## src/sv/hpd_pkg.sv

```systemverilog
`default_nettype none

package hpd_pkg;

    // default sizes handed to the top level
    localparam int CURVE_ENTRIES_DEFAULT     = 256;
    localparam int HUE_FRACTION_BITS_DEFAULT = 4;
    localparam int QUEUE_DEPTH               = 2;

    // field widths
    localparam int HUE_W   = 13;
    localparam int SAT_W   = 10;
    localparam int VAL_W   = 10;
    localparam int DUTY_W  = 16;
    localparam int CH_W    = 8;
    localparam int LEVEL_W = 17;
    localparam int ENTRY_W = 16;
    localparam int LEVEL_Q_W = 14;

    // q2.8 unity for saturation and value
    localparam logic [SAT_W-1:0] UNIT_Q28 = 10'd256;

    // full scale after reset
    localparam logic [DUTY_W-1:0] FULL_SCALE_RESET = 16'd999;

    // floor(q / 60) = (q * RECIP_60) >> RECIP_SHIFT for q below 15360
    localparam logic [14:0] RECIP_60    = 15'd17477;
    localparam int          RECIP_SHIFT = 20;

    // e^0 .. e^7 in q20, rounded
    localparam logic [63:0] EXP_INT_Q20 [8] = '{
        64'd1048576,   64'd2850325,   64'd7747987,   64'd21061212,
        64'd57250310,  64'd155622477, 64'd423025751, 64'd1149903210
    };

    // hue sectors of sixty degrees
    typedef enum logic [2:0] {
        SEC_R_TO_Y = 3'd0,
        SEC_Y_TO_G = 3'd1,
        SEC_G_TO_C = 3'd2,
        SEC_C_TO_B = 3'd3,
        SEC_B_TO_M = 3'd4,
        SEC_M_TO_R = 3'd5
    } sector_t;

    // classified color passed from front to back
    typedef struct packed {
        logic                invalid;
        sector_t             sector;
        logic [HUE_W-1:0]    frac;
        logic [LEVEL_W-1:0]  chroma;
        logic [LEVEL_W-1:0]  floor_lvl;
    } item_t;

endpackage

`default_nettype wire

```

## src/sv/hpd_front.sv

```systemverilog
`default_nettype none

module hpd_front #(
    parameter int HUE_FRACTION_BITS = hpd_pkg::HUE_FRACTION_BITS_DEFAULT
) (
    input  wire logic                          clk,
    input  wire logic                          rst_n,
    input  wire logic                          in_valid,
    output      logic                          in_ready,
    input  wire logic [hpd_pkg::HUE_W-1:0]     hue,
    input  wire logic [hpd_pkg::SAT_W-1:0]     saturation,
    input  wire logic [hpd_pkg::VAL_W-1:0]     brightness_value,
    output      logic                          item_valid,
    input  wire logic                          item_ready,
    output      hpd_pkg::item_t                item
);

    localparam logic [31:0] SEG      = 32'd60 << HUE_FRACTION_BITS;
    localparam logic [31:0] HUE_FULL = SEG * 32'd6;

    logic                        valid_reg;
    logic                        valid_next;
    hpd_pkg::item_t              item_reg;
    hpd_pkg::item_t              item_next;
    logic                        accept;
    logic                        push;
    logic [31:0]                 hue_wide;
    logic [31:0]                 hue_eff;
    logic [31:0]                 base;
    logic [2:0]                  sector_num;
    logic [17:0]                 vs_prod;
    logic [hpd_pkg::LEVEL_W-1:0] chroma;

    // front register frees when its item moves into the queue
    assign push     = valid_reg && item_ready;
    assign in_ready = !valid_reg || item_ready;
    assign accept   = in_valid && in_ready;

    // range check, sector search and chroma
    always_comb
    begin
        hue_wide   = 32'(hue);
        hue_eff    = (hue_wide == HUE_FULL) ? 32'd0 : hue_wide;
        sector_num = 3'd0;
        base       = 32'd0;
        for (int j = 1; j < 6; j++)
        begin
            if (hue_eff >= SEG * 32'(j))
            begin
                sector_num = 3'(j);
                base       = SEG * 32'(j);
            end
        end
        vs_prod = 18'(saturation[8:0]) * 18'(brightness_value[8:0]);
        chroma  = vs_prod[hpd_pkg::LEVEL_W-1:0];

        item_next.invalid   = (hue_wide > HUE_FULL) ||
                              (saturation > hpd_pkg::UNIT_Q28) ||
                              (brightness_value > hpd_pkg::UNIT_Q28);
        item_next.sector    = hpd_pkg::sector_t'(sector_num);
        item_next.frac      = hpd_pkg::HUE_W'(hue_eff - base);
        item_next.chroma    = chroma;
        item_next.floor_lvl = {brightness_value[8:0], 8'd0} - chroma;
    end

    // valid flag of the front register
    always_comb
    begin
        if (accept)
            valid_next = 1'b1;
        else if (push)
            valid_next = 1'b0;
        else
            valid_next = valid_reg;
    end

    always_ff @(posedge clk or negedge rst_n)
    begin
        if (!rst_n)
            valid_reg <= 1'b0;
        else
            valid_reg <= valid_next;
    end

    // payload register
    always_ff @(posedge clk)
    begin
        if (accept)
            item_reg <= item_next;
    end

    assign item_valid = valid_reg;
    assign item       = item_reg;

    // an accepted color sits in the front register next cycle
    assert property (@(posedge clk) disable iff (!rst_n)
        accept |=> valid_reg)
        else $error("front register lost an accepted color");

endmodule

`default_nettype wire

```

## config.mk

```make
export PLATFORM = sky130hd
export DESIGN_NAME = hpd_front
export DESIGN_NICKNAME = d
export VERILOG_FILES = /design/src/sv/hpd_pkg.sv /design/src/sv/hpd_front.sv
export SDC_FILE = /design/constraint.sdc
export NUM_CORES = 1
export LEC_CHECK = 0
export ABC_CLOCK_PERIOD_IN_PS = 4600
export BUFFER_PORTS_ARGS = -buffer_cell sky130_fd_sc_hd__buf_2
export CAP_MARGIN = 25
export CORE_UTILIZATION = 55
export DETAILED_ROUTE_END_ITERATION = 7
export PLACE_DENSITY = 0.89
export SYNTH_ARGS = -nofsm -noshare
export SYNTH_HDL_FRONTEND = slang
export SYNTH_SLANG_ARGS = --single-unit
```

## constraint.sdc

```tcl
create_clock -name clk -period 4.6 [get_ports clk]
set_input_delay 0 -clock clk [delete_from_list [all_inputs] [get_ports clk]]
set_output_delay 0 -clock clk [all_outputs]
set_load 0.05 [all_outputs]
```

==> flow_metrics.tcl <==
set metrics [dict create \
    yosysWarnings 0 \
    clock_skew_ns 0.00510 \
    grt.busiest_layer "met2" \
    die_x_um 99.7 \
    grt_max_degree 51 \
    maxCapViolations 0 \
    routed_wl_mm 13.5 \
    ir_drop_mv 0.599 \
    final_antenna_net_count 0 \
    synth.mux.area_fraction_pct 0 \
    cts.sinks 51 \
    p_leak_nw 3.36 \
    status "complete, but fails checks" \
    synth-simple-area-share_pct 16.2 \
    grt.met3_usage_pct 3.51 \
    period_minus_slack_ns 5.20 \
    hpwl_mm 9.61 \
    slowest_stage "fa_1" \
    post-route-period-util_pct 113 \
    gp_routability_congestion 0.936 \
    synth-compound-area-share_pct 8.13 \
    synth_largest_area_cell "edfxtp_1" \
    maxSlewHeadroom_pct 69.1 \
    setup_ws_ns -0.600 \
    yosysSeqAreaShare_pct 29.1 \
    syn_inst 536 \
    arrival_ns 5.26 \
    synthAdderAreaFrac_pct 31.6 \
    grt_pass1_vias 4446 \
    ys_async_sr_fraction_pct 1.96 \
    grt_pass1_wl_mm 20.5 \
    cts_root_buffer "clkbuf_8" \
    clkTransAtPathRegs_ns 0.09 \
    largest_reg_flops 50 \
    postSynthAreaPerCell_um2 9.79 \
    synth_flop_cell "edfxtp_1" \
    setup_tns_ns -1.76 \
    dr.pass1.iters 5 \
    detail_route.iter0.violations 222 \
    synth_top_family_by_area "adder cells" \
    power_per_cell_area_mw_per_mm2 777 \
    ys_types 48 \
    core-area_mm2 0.00924 \
    syn-num-nets 672 \
    max_freq_mhz 192 \
    cts_tree "yes" \
    start_kind "input pin" \
    setup_viol_count_final 5 \
    yosysTopAreaCellShare_pct 28.6 \
    overflow 0 \
    worstSkewPairLatency_ns 0.30 \
    boundaryPins 90 \
    vias_per_cell 5.36 \
    cts_buffers 5 \
    synth_edf_count 50 \
    h-tree-depth 2 \
    synth.top_cells.by_count "inv_1 (96), and2_1 (56), edfxtp_1 (50), fa_1 (50), ha_1 (49)" \
    rsz0062_at_grt "true" \
    synth_most_common_cell "inv_1" \
    vias 4418 \
    ys_ff_latch 51 \
    wire_per_inst_um 16.4 \
    grt_util_met2_pct 46.6 \
    violations "negative setup slack" \
    area_delta_synth_final_pct 32.3 \
    required_ns 4.66 \
    die_y_um 99.7 \
    grtUsageMet1_pct 32.2 \
    crit_family "adder cells" \
    drc 0 \
    max_slew.worst_pin.slew_ns 0.458 \
    clock_path_buffers 2 \
    finalPower_mw 5.39 \
    layout-drive-gt1-share_pct 33.5 \
    synth-xor-area-share_pct 5.99 \
    path_class "input pin to register" \
    fin_nets 831 \
    gr-usage-all-layers_pct 26.3 \
    die_area_mm2 0.00993 \
    hold_class "input pin to register" \
    yosys-top-cells-area "edfxtp_1 (29%), fa_1 (19%), ha_1 (12%), inv_1 (6.9%), and2_1 (6.7%)" \
    cp_slowest_stage_delay_ns 0.47 \
    hold_viol 0 \
    rows 35 \
    syn-cell-area_mm2 0.00525 \
    floorplan.initialDensity_pct 56.8 \
    antenna_found_initial 0 \
    nFillCells 559 \
    io_buffers 89 \
    critPathMaxFanout 7 \
    final_max_slew_viol_count 0 \
    antenna_cells 0 \
    crit_path_end_kind "register" \
    path_buf_inv 7 \
]
==> what timing repair did <==
item / CTS / global route
setup endpoints to repair: 4 / 5
pin swaps: 12 / 23
gates resized for setup: 41 / 28
hold endpoints to repair: 9 / 0
buffers inserted: 3 / 1
gates cloned: 0 / 0
hold buffers: 12 / 0
==> layout make-up <==
cell class                      count  area [um2]  area share [%]
Clock inverter                      2        37.5           0.541
Inverter                           96         360            5.19
Clock buffer                        6        72.6            1.05
Multi-Input combinational cell    363        3490            50.3
Tap cell                          129         161            2.33
Timing Repair Buffer              178        1290            18.6
Sequential cell                    51        1530            22.0
==> cell usage in the layout (no fill, tap or decap), drive strengths merged, types with 2 or more instances in the layout <==
cell type    netlist  routed
nand2b             8       8
a21oi             12      12
nor4               7       7
and3               3       3
a211oi             2       2
xnor2             22      22
nor3               7       7
a31oi              2       2
a211o              3       3
and2              57      57
a21o               8       8
xor2              13      13
nor2b              5       5
a2111oi            2       2
dlygate4sd3        0      12
edfxtp            50      50
o21a               5       5
clkbuf            22       6
maj3               4       4
buf                4     166
o21ai             21      21
nand2             47      47
fa                50      50
nor2              18      18
nand4b             2       2
inv               96      96
ha                49      49
nand3              5       5
==> power by group <==
group          switching [mW]  internal [mW]
registers              0.0321          0.800
clock network           0.149          0.162
logic                    2.28           1.97
==> logic make-up after synthesis <==
| group | after synthesis |
|---|---|
| DFF | 51 |
| xor gates and xnor gates | 35 |
| AOI/OAI and AO/OA | 63 |
| buffers and inverters | 122 |
| adders and majority gates | 103 |
| and+or+nand+nor | 162 |
==> stage by stage <==
| step | setup slack (ns) | hold WS (ns) | util (%) | instances | area (um2) |
|---|---|---|---|---|---|
| floorplan | -0.463 | -0.296 | - | 536 | 5500 |
| global placement | -0.663 | -0.225 | 69.5 | 800 | 6420 |
| detailed placement | -0.818 | -0.224 | 69.5 | 800 | 6420 |
| CTS | -0.306 | 0.152 | 73.6 | 823 | 6810 |
| global route | -0.793 | 0.190 | 75.1 | 825 | 6940 |
| finish | -0.600 | 0.191 | 75.1 | 825 | 6940 |
==> final timing paths <==
path | cells past startpoint | start | slack [ns] | to
max in group asynchronous | 3 | rst_n | 3.95 | item_valid$_DFFE_PN0P_
setup / recovery | 27 | saturation[2] | -0.60 | item[16]$_DFFE_PP_
min in group asynchronous | 3 | rst_n | 0.54 | item_valid$_DFFE_PN0P_
setup reg to reg | 3 | item_valid$_DFFE_PN0P_ | 3.22 | item[19]$_DFFE_PP_
hold reg to reg | 2 | item_valid$_DFFE_PN0P_ | 0.90 | item[15]$_DFFE_PP_
hold / removal | 2 | hue[11] | 0.19 | item[48]$_SDFFCE_PP0P_
==> routing by layer <==
layer | up-vias | share of wire [%]
li1 | 2044 | -
met1 | 2124 | 40
met2 | 207 | 50
met3 | 43 | 5.9
met4 | 0 | 4.0
met5 | - | 0
No activity file was read; power rests on OpenSTA's default activity.
