## config.mk

```make
export PLATFORM = sky130hd
export DESIGN_NAME = hpd_queue
export DESIGN_NICKNAME = d
export VERILOG_FILES = /design/src/sv/hpd_pkg.sv /design/src/sv/hpd_queue.sv
export SDC_FILE = /design/constraint.sdc
export NUM_CORES = 1
export LEC_CHECK = 0
export ABC_CLOCK_PERIOD_IN_PS = 9400
export BUFFER_PORTS_ARGS = -buffer_cell sky130_fd_sc_hd__buf_2
export CELL_PAD_IN_SITES_DETAIL_PLACEMENT = 0
export CELL_PAD_IN_SITES_GLOBAL_PLACEMENT = 1
export CORE_UTILIZATION = 40
export CTS_CLUSTER_DIAMETER = 200
export DETAILED_ROUTE_END_ITERATION = 7
export GPL_TIMING_DRIVEN = 0
export PLACE_DENSITY = 0.82
export SLEW_MARGIN = 0
export SYNTH_ARGS = -nofsm -noshare
export SYNTH_HDL_FRONTEND = slang
export SYNTH_SLANG_ARGS = --single-unit
```

## constraint.sdc

```tcl
create_clock -name clk -period 9.4 [get_ports clk]
set_clock_uncertainty 0.2 [all_clocks]
set_input_delay 0.47 -clock clk [delete_from_list [all_inputs] [get_ports clk]]
set_output_delay 0.47 -clock clk [all_outputs]
set_load 0.01 [all_outputs]
```

## src/sv/hpd_pkg.sv

```systemverilog
`default_nettype none

package hpd_pkg;

    // default sizes handed to the top level
    localparam int CURVE_ENTRIES_DEFAULT     = 256;
    localparam int HUE_FRACTION_BITS_DEFAULT = 4;
    localparam int QUEUE_DEPTH               = 2;

    // field widths
    localparam int HUE_W   = 13;
    localparam int SAT_W   = 10;
    localparam int VAL_W   = 10;
    localparam int DUTY_W  = 16;
    localparam int CH_W    = 8;
    localparam int LEVEL_W = 17;
    localparam int ENTRY_W = 16;
    localparam int LEVEL_Q_W = 14;

    // q2.8 unity for saturation and value
    localparam logic [SAT_W-1:0] UNIT_Q28 = 10'd256;

    // full scale after reset
    localparam logic [DUTY_W-1:0] FULL_SCALE_RESET = 16'd999;

    // floor(q / 60) = (q * RECIP_60) >> RECIP_SHIFT for q below 15360
    localparam logic [14:0] RECIP_60    = 15'd17477;
    localparam int          RECIP_SHIFT = 20;

    // e^0 .. e^7 in q20, rounded
    localparam logic [63:0] EXP_INT_Q20 [8] = '{
        64'd1048576,   64'd2850325,   64'd7747987,   64'd21061212,
        64'd57250310,  64'd155622477, 64'd423025751, 64'd1149903210
    };

    // hue sectors of sixty degrees
    typedef enum logic [2:0] {
        SEC_R_TO_Y = 3'd0,
        SEC_Y_TO_G = 3'd1,
        SEC_G_TO_C = 3'd2,
        SEC_C_TO_B = 3'd3,
        SEC_B_TO_M = 3'd4,
        SEC_M_TO_R = 3'd5
    } sector_t;

    // classified color passed from front to back
    typedef struct packed {
        logic                invalid;
        sector_t             sector;
        logic [HUE_W-1:0]    frac;
        logic [LEVEL_W-1:0]  chroma;
        logic [LEVEL_W-1:0]  floor_lvl;
    } item_t;

endpackage

`default_nettype wire

```

## src/sv/hpd_queue.sv

```systemverilog
`default_nettype none

module hpd_queue #(
    parameter int WIDTH = $bits(hpd_pkg::item_t),
    parameter int DEPTH = hpd_pkg::QUEUE_DEPTH
) (
    input  wire logic             clk,
    input  wire logic             rst_n,
    input  wire logic             push_valid,
    output      logic             push_ready,
    input  wire logic [WIDTH-1:0] push_data,
    output      logic             pop_valid,
    input  wire logic             pop_ready,
    output      logic [WIDTH-1:0] pop_data
);

    localparam int PTR_W = (DEPTH > 1) ? $clog2(DEPTH) : 1;
    localparam int CNT_W = $clog2(DEPTH + 1);

    logic [WIDTH-1:0] slot_reg [DEPTH];
    logic [PTR_W-1:0] wr_ptr_reg;
    logic [PTR_W-1:0] wr_ptr_next;
    logic [PTR_W-1:0] rd_ptr_reg;
    logic [PTR_W-1:0] rd_ptr_next;
    logic [CNT_W-1:0] count_reg;
    logic [CNT_W-1:0] count_next;
    logic             push;
    logic             pop;

    assign push_ready = (count_reg != CNT_W'(DEPTH));
    assign pop_valid  = (count_reg != '0);
    assign push       = push_valid && push_ready;
    assign pop        = pop_valid && pop_ready;
    assign pop_data   = slot_reg[rd_ptr_reg];

    // pointer wrap and fill count
    always_comb
    begin
        wr_ptr_next = wr_ptr_reg;
        rd_ptr_next = rd_ptr_reg;
        count_next  = count_reg;
        if (push)
            wr_ptr_next = (wr_ptr_reg == PTR_W'(DEPTH - 1)) ? '0 : wr_ptr_reg + 1'b1;
        if (pop)
            rd_ptr_next = (rd_ptr_reg == PTR_W'(DEPTH - 1)) ? '0 : rd_ptr_reg + 1'b1;
        if (push && !pop)
            count_next = count_reg + 1'b1;
        else if (pop && !push)
            count_next = count_reg - 1'b1;
    end

    always_ff @(posedge clk or negedge rst_n)
    begin
        if (!rst_n)
        begin
            wr_ptr_reg <= '0;
            rd_ptr_reg <= '0;
            count_reg  <= '0;
        end
        else
        begin
            wr_ptr_reg <= wr_ptr_next;
            rd_ptr_reg <= rd_ptr_next;
            count_reg  <= count_next;
        end
    end

    // storage slots
    always_ff @(posedge clk)
    begin
        if (push)
            slot_reg[wr_ptr_reg] <= push_data;
    end

    // fill count never passes the depth
    assert property (@(posedge clk) disable iff (!rst_n)
        count_reg <= CNT_W'(DEPTH))
        else $error("queue count above depth");

    // a lone push grows the count by one
    assert property (@(posedge clk) disable iff (!rst_n)
        (push && !pop) |=> (count_reg == CNT_W'($past(count_reg) + 1'b1)))
        else $error("queue count missed a push");

endmodule

`default_nettype wire

```

==> results.toml, run 1 <==
[hold_path]
hold_depth = 1
min_to = "slot_reg[0][34]"
hp-start = "push_data[34]"
hp-class = "in2reg"

[logic_synthesis]
synth_cell_types = 15
seq_area_frac_synth = 0.767
yosys_warnings = 0
avgSynthCellArea_um2 = 23.3
syn_inst = 177
syn-cell-area_mm2 = 0.00413
synth_seq_cells = 106
synth_fp_nets = 233

[floorplanning]
die_area_mm2 = 0.0107
start_util = 0.418
ios = 108
die_h_um = 104
placementRows = 36
fp.dieW_um = 104
coreArea_mm2 = 0.00986

[detailed_routing]
routedWlPerCell_um = 14.4
routed-via-count = 1934
drc = 0
drt_wl_total_um = 6260
ant_nets = 0
routed_via_density = 4.44
drt_iter0_markers = 66
first_pass_iters = 3

[sta]
slew_headroom = 0.481
maxSlewViolCount = 0
final-hold-violation-count = 0
worst_pin_slew_ps = 777
finalCritPeriodShare = 0.231
setup_violations = 0
clock.fmax_ghz = 0.461
rsz0062_at_grt = "false"
min_period_ps = 2170
setup_tns_ps = 0
postLayoutSetupSlackWorst_ps = 7230

[setup_path]
path_max_fanout = 10
ff2ff_setup_slack_ps = 7270
crit_type = "reg2out"
cp.arrival_ps = 1500
ff2ff_path_depth = 4
reg2reg_from = "count_reg[0]"
critPathRequiredTime_ps = 8730
endpoint_kind = "primary output"
r2r_end = "slot_reg[0][15]"
cp-start-kind = "register"

[cts]
cts_tree = "done"
cts.htree.levels = 3
numCtsBuffers = 9
worst_skew_pair.late_latency_ps = 350
cts_root_buf = "clkbuf_8"
clockBufferDepth = 2
clkSinkCount = 106
clkTransAtPathRegs_ps = 100

[final_layout]
most-common-layout-cells = "107 x buf_2, 102 x edfxtp_1, 49 x mux2_4"
nets = 354
layout-drive-gt1-share = 0.597
area_growth_pct = 22.6
largest_reg_flops = 102
antenna_cells = 0
nFillCells = 838
multi_input_area_um2 = 857
seq_area_mm2 = 0.00316
final_common_cell = "buf_2"

[flow_run]
drv_cap = 0

[pwr]
power_density_mw_per_mm2 = 295
peakVddDrop_mv = 0.155
leakage_nw = 2.03
power_mw = 1.49

[global_route]
busiest_layer = "met2"
use_met2 = 0.205
first_global_vias = 1962
grt_overflow_total = 0
grt_start_max_net_pins = 28
grt_util_met3 = 0.0352
track_usage = 0.123
met1_usage = 0.147
antenna_found_initial = 0
grt_pass1_wl_um = 9870

[placed_design]
numPortBuffers = 107
place_congestion = 0.683
dp_hpwl_um = 4290
place_ws_ps = 7230

[status]
status = "complete, no violations"
cells by family after synthesis:
| kind of cell | count (synthesis) | share of synthesized area |
|---|---|---|
| muxes | 51 | 0.184 |
| and+or+nand+nor | 7 | 0.00819 |
| buffers and inverters | 7 | 0.0279 |
| xor gates and xnor gates | 5 | 0.0106 |
| adders and majority gates | 1 | 0.00303 |
| DFF | 106 | 0.767 |
area by class of cell:
cell class,instances,share of cell area
Buffer,6,0.0220
Clock buffer,11,0.0260
Clock inverter,5,0.00767
Inverter,1,0.000742
Multi-Input combinational cell,64,0.169
Sequential cell,106,0.625
Tap cell,133,0.0329
Timing Repair Buffer,110,0.116
through the flow:
stage	instances	instance area [um2]	hold slack, ps	utilization
final	436	5060	95.7	0.513
after global routing	436	5060	68.7	0.513
after CTS	436	5060	75.1	0.513
after detailed placement	419	4880	78.1	0.494
after global placement	417	4830	76.2	0.489
after floorplan	177	4130	-25.6	-
how the worst max path moves through the flow:
stage                       from         endpoint
global route        count_reg[0]  slot_reg[0][24]
floorplan           count_reg[0]   slot_reg[0][0]
finish                rd_ptr_reg      pop_data[9]
detailed placement  count_reg[0]  slot_reg[0][15]
CTS                   rd_ptr_reg      pop_data[9]
global placement      push_valid  slot_reg[0][19]
worst max-delay path: stages (launching register included):
cell	delay (ps)
dfrtp_1	350
buf_6	190
buf_12	170
mux2_4	300
buf_2	140
Yosys cell counts:
cell | instances | area share
edfxtp_1 | 102 | 0.74
mux2_4 | 49 | 0.18
buf_12 | 5 | 0.024
dfrtp_1 | 4 | 0.024
xnor2_1 | 3 | 0.0064
mux2_2 | 2 | 0.0055
nand2_1 | 2 | 0.0018
nor2_1 | 2 | 0.0018
xor2_1 | 2 | 0.0042
and3_1 | 1 | 0.0015
buf_6 | 1 | 0.0027
ha_1 | 1 | 0.0030
inv_1 | 1 | 0.00091
nand2b_1 | 1 | 0.0015
or2_1 | 1 | 0.0015
metal layers:
layer	part of all wire	up-vias
met5	0	-
met1	0.42	927
met4	0.013	0
met3	0.053	8
li1	-	932
met2	0.51	67
power by group:
part           total (mW)  internal, mW  switching, mW
clock network       0.244        0.0987          0.145
logic               0.572         0.308          0.264
registers           0.676         0.646         0.0301
timing repair:
item | in CTS | in global routing
setup buffers | 0 | 0
hold buffers | 1 | 0
resized for setup | 0 | 0
endpoints found under the hold margin | 4 | 0
(Power assumes the default switching activity.)
==> run 2, diff against run 1 <==
- ABC_CLOCK_PERIOD_IN_PS: 9400 -> 1940
- PLACE_DENSITY: 0.82 -> 0.85
- clock period: 9.4 -> 1.94 ns (I/O delays scaled with it)
==> results.toml, run 2 (synthesized netlist as in run 1, its figures left out) <==
[status]
status = "complete, no violations"

[detailed_routing]
drt_iter0_markers = 106
ant_nets = 0
routed_via_density = 4.46
first_pass_iters = 3
routed-via-count = 2189
routedWlPerCell_um = 14.8
drc = 0
drt_wl_total_um = 7270

[setup_path]
path_cells = "nand2b_4, and3_4"
critPathRequiredTime_ps = 1730
crit_family = "simple AND/OR/NAND/NOR gates"
reg2reg_from = "count_reg[0]"
cp.arrival_ps = 1660
slowest_stage = "and3_4"
ff2ff_path_depth = 2
ff2ff_setup_slack_ps = 70
r2r_end = "slot_reg[1][30]"
path_max_fanout = 51
endpoint_kind = "register"
cp-start-kind = "register"
crit_buf_inv = 0
crit_type = "reg2reg"
max_stage_delay_ps = 660

[cts]
clockBufferDepth = 2
clkSinkCount = 106
clkTransAtPathRegs_ps = 90
cts_root_buf = "clkbuf_8"
worst_skew_pair.late_latency_ps = 360
numCtsBuffers = 9
cts_tree = "done"
cts.htree.levels = 3

[pwr]
leakage_nw = 2.27
p_sw_frac = 0.298
peakVddDrop_mv = 1.15
netSwitchingPower_mw = 2.20
clock_power_share = 0.159
p_comb_frac = 0.393
seq_power_share = 0.447
p_int_mw = 5.18
power_density_mw_per_mm2 = 1310

[floorplanning]
die_h_um = 104
fp.dieW_um = 104
die_area_mm2 = 0.0107
ios = 108
placementRows = 36
start_util = 0.418
coreArea_mm2 = 0.00986

[sta]
min_period_ps = 1870
finalCritPeriodShare = 0.963
final-hold-violation-count = 0
clock.fmax_ghz = 0.535
setup_violations = 0
setup_tns_ps = 0
slew_headroom = 0.499
worst_pin_slew_ps = 751
rsz0062_at_grt = "true"
maxSlewViolCount = 0

[global_route]
grt_start_max_net_pins = 52
antenna_found_initial = 0
first_global_vias = 2290
grt_overflow_total = 0
track_usage = 0.140
grt_pass1_wl_um = 11200

[final_layout]
area_growth_pct = 36.3
layout-drive-gt1-share = 0.517
largest_reg_flops = 102
final_common_cell = "buf_2"
antenna_cells = 0
nets = 409
instances_no_fill = 491
most-common-layout-cells = "107 x buf_2, 102 x edfxtp_1, 55 x dlygate4sd3_1"
nFillCells = 760

[hold_path]
hold_depth = 2
hp-start = "push_data[8]"
hp-class = "in2reg"
min_to = "slot_reg[1][8]"

[placed_design]
numPortBuffers = 107
placed_cells = 418
dp_hpwl_um = 4240
place_congestion = 0.642

[flow_run]
drv_cap = 0
[run 2: power by group through the flow]
stage	registers [mW]	logic [mW]	clock network (mW)
floorplan	3.30	2.00	0
global route	3.34	3.11	1.30
CTS	3.31	2.93	1.22
finish	3.30	2.90	1.18
detailed placement	3.35	2.81	0
global placement	3.33	2.76	0
[run 2: how the worst max path moves through the flow]
stage | startpoint | to | slack, ps | depth (start not counted)
2_1_floorplan | count_reg[0] | slot_reg[0][0] | -60 | 3
3_3_place_gp | count_reg[0] | slot_reg[0][16] | -460 | 3
3_5_place_dp | count_reg[0] | slot_reg[1][14] | -330 | 2
4_1_cts | count_reg[0] | slot_reg[1][14] | 30 | 2
5_1_grt | count_reg[0] | slot_reg[1][49] | -10 | 2
6_report | count_reg[0] | slot_reg[1][30] | 70 | 2
[run 2: layout make-up]
type / count / area [um2] / share of cell area
Multi-Input combinational cell: 65 / 882 / 0.157
Buffer: 6 / 111 / 0.0198
Timing Repair Buffer: 164 / 1130 / 0.200
Inverter: 1 / 3.75 / 0.000668
Sequential cell: 106 / 3160 / 0.563
Tap cell: 133 / 166 / 0.0296
Clock buffer: 9 / 124 / 0.0220
Clock inverter: 7 / 46.3 / 0.00823
[run 2: timing repair]
action	in CTS	in global routing
setup buffers	0	1
resized for setup	1	0
cloned	1	0
hold endpoints to repair	109	0
endpoints found under the setup margin	88	53
pin swaps	1	2
hold buffers	55	0
[run 2: metrics by stage]
stage,util,setup WS [ps],total power [mW],hold WS (ps),instance area (um2)
2_1_floorplan,-,-60.8,5.31,-399,4150
3_3_place_gp,0.492,-461,6.08,-290,4850
3_5_place_dp,0.494,-332,6.17,-289,4870
4_1_cts,0.568,31.6,7.46,227,5600
5_1_grt,0.570,-10.3,7.75,228,5620
6_report,0.570,71.3,7.38,249,5620
[run 2: routing by layer]
metal / global-route usage / part of all wire
met1: 0.162 / 0.41
met2: 0.245 / 0.53
met3: 0.0371 / 0.044
met4: 0.0611 / 0.014
met5: 0 / 0
==> run 3, diff against run 2 <==
--- a/config.mk
+++ b/config.mk
@@ -12,2 +12,3 @@
 export CORE_UTILIZATION = 40
+export CTS_BUF_LIST = sky130_fd_sc_hd__clkbuf_8
 export CTS_CLUSTER_DIAMETER = 200
==> constraint.sdc (replaced) <==
create_clock -name clk -period 1.94 [get_ports clk]
set_clock_uncertainty 0.2 [all_clocks]
set_input_delay 0.582 -clock clk [delete_from_list [all_inputs] [get_ports clk]]
set_output_delay 0.582 -clock clk [all_outputs]
set_load 0.01 [all_outputs]
==> results.toml, run 3 (synthesized netlist as in run 1, its figures left out) <==
[flow_run]
drv_cap = 0

[detailed_routing]
routed_via_density = 4.55
routed-via-count = 2012
first_pass_iters = 4
drt_wl_total_um = 6840
routedWlPerCell_um = 15.5
drc = 0
drt_iter0_markers = 45
ant_nets = 0

[global_route]
grt_overflow_total = 0
grt_pass1_wl_um = 10100
first_global_vias = 2041
track_usage = 0.127
antenna_found_initial = 0
grt_start_max_net_pins = 52

[placed_design]
placed_cells = 418
numPortBuffers = 107
dp_hpwl_um = 4180
place_ws_ps = -415
place_congestion = 0.646

[cts]
clkTransAtPathRegs_ps = 100
worst_skew_pair.late_latency_ps = 350
cts_tree = "done"
cts.htree.levels = 3
clkSinkCount = 106
cts_root_buf = "clkbuf_8"
numCtsBuffers = 9
clockBufferDepth = 2

[final_layout]
antenna_cells = 0
nets = 360
area_growth_pct = 32.6
nFillCells = 771
layout-drive-gt1-share = 0.612
largest_reg_flops = 102
final_common_cell = "edfxtp_1"
instances_no_fill = 442
most-common-layout-cells = "102 x edfxtp_1, 60 x buf_2, 49 x mux2_4"

[sta]
clock.fmax_ghz = 0.438
finalCritPeriodShare = 1.18
maxSlewViolCount = 0
rsz0062_at_grt = "true"
final-hold-violation-count = 0
min_period_ps = 2280
postLayoutSetupSlackWorst_ps = -343
worst_pin_slew_ps = 704
setup_violations = 51
slew_headroom = 0.531
setup_tns_ps = -16860

[setup_path]
cp.arrival_ps = 1500
path_max_fanout = 10
crit_type = "reg2out"
path_cells = "buf_12, buf_12, mux2_4, buf_2"
ff2ff_setup_slack_ps = 90
crit_end = "pop_data[14]"
crit_start = "rd_ptr_reg"
crit_top_cell = "buf_12"
r2r_end = "slot_reg[1][47]"
cp-start-kind = "register"
max_stage_delay_ps = 400
critPathRequiredTime_ps = 1160
endpoint_kind = "primary output"
ff2ff_path_depth = 3
slowest_stage = "dfrtp_1"
reg2reg_from = "count_reg[1]"

[hold_path]
hp-class = "in2reg"

[floorplanning]
placementRows = 36
coreArea_mm2 = 0.00986
ios = 108
start_util = 0.418
fp.dieW_um = 104
die_h_um = 104
die_area_mm2 = 0.0107

[status]
status = "finished with violations"
violations = "negative setup slack"

[pwr]
power_density_mw_per_mm2 = 1510
peakVddDrop_mv = 0.850
power_mw = 8.27
leakage_nw = 2.20
-- run 3: cell count changes in the layout (fill, tap and decap cells not counted), sizes merged --
| cell | before | now |
|---|---|---|
| clkinv | 6 | 1 |
| clkinvlp | 1 | 2 |
| buf | 115 | 119 |
| clkbuf | 9 | 10 |
| dlygate4sd3 | 55 | 1 |
| bufinv | 0 | 2 |
| inv | 1 | 3 |
-- run 3: through the flow --
| step | cell area, um2 | utilization | hold WS [ps] |
|---|---|---|---|
| floorplan | 4150 | - | 86.4 |
| global placement | 4850 | 0.492 | 195 |
| detailed placement | 4870 | 0.494 | 198 |
| CTS | 5110 | 0.518 | 184 |
| global route | 5470 | 0.555 | 177 |
| finish | 5470 | 0.555 | 207 |
-- run 3: final cells by class --
class                           count  area, um2  area share
Inverter                            1       3.75    0.000686
Clock inverter                      7       86.3      0.0158
Multi-Input combinational cell     65        882       0.161
Buffer                              6        120      0.0220
Tap cell                          133        166      0.0304
Timing Repair Buffer              115        926       0.169
Sequential cell                   106       3160       0.578
Clock buffer                        9        124      0.0226
-- run 3: routing by layer --
metal / vias to the layer above / wire [um] / track usage
met2: 71 / 3620 / 0.218
met5: - / 0 / 0
li1: 947 / - / -
met1: 986 / 2840 / 0.149
met3: 8 / 290 / 0.0308
met4: 0 / 97 / 0.0652
-- run 3: critical path, delay by kind of cell (launching register included) --
kind / cells / cell delay (ps)
muxes: 1 / 290
buffers and inverters: 3 / 460
DFF: 1 / 400
-- run 3: how the worst min path moves through the flow --
stage | from | slack, ps | cells after the start | to
finish | push_data[3] | 210 | 1 | slot_reg[1][3]
global route | push_data[48] | 180 | 1 | slot_reg[0][48]
CTS | push_data[48] | 180 | 1 | slot_reg[0][48]
detailed placement | rst_n | 200 | 1 | rd_ptr_reg
global placement | rst_n | 190 | 1 | rd_ptr_reg
floorplan | rst_n | 90 | 0 | count_reg[0]
-- run 3: power breakdown --
group / total, mW / switching (mW) / internal (mW)
clock network: 1.41 / 0.698 / 0.714
registers: 3.29 / 0.158 / 3.13
logic: 3.57 / 1.46 / 2.11
-- run 3: timing repair --
| action | 4_1_cts | 5_1_grt |
|---|---|---|
| pin swaps | 1 | 2 |
| endpoints found under the setup margin | 131 | 52 |
| gates resized for setup | 2 | 50 |
| gates cloned | 1 | 1 |
| hold buffers | 1 | 0 |
| setup buffers | 1 | 4 |
| hold endpoints to repair | 4 | 0 |
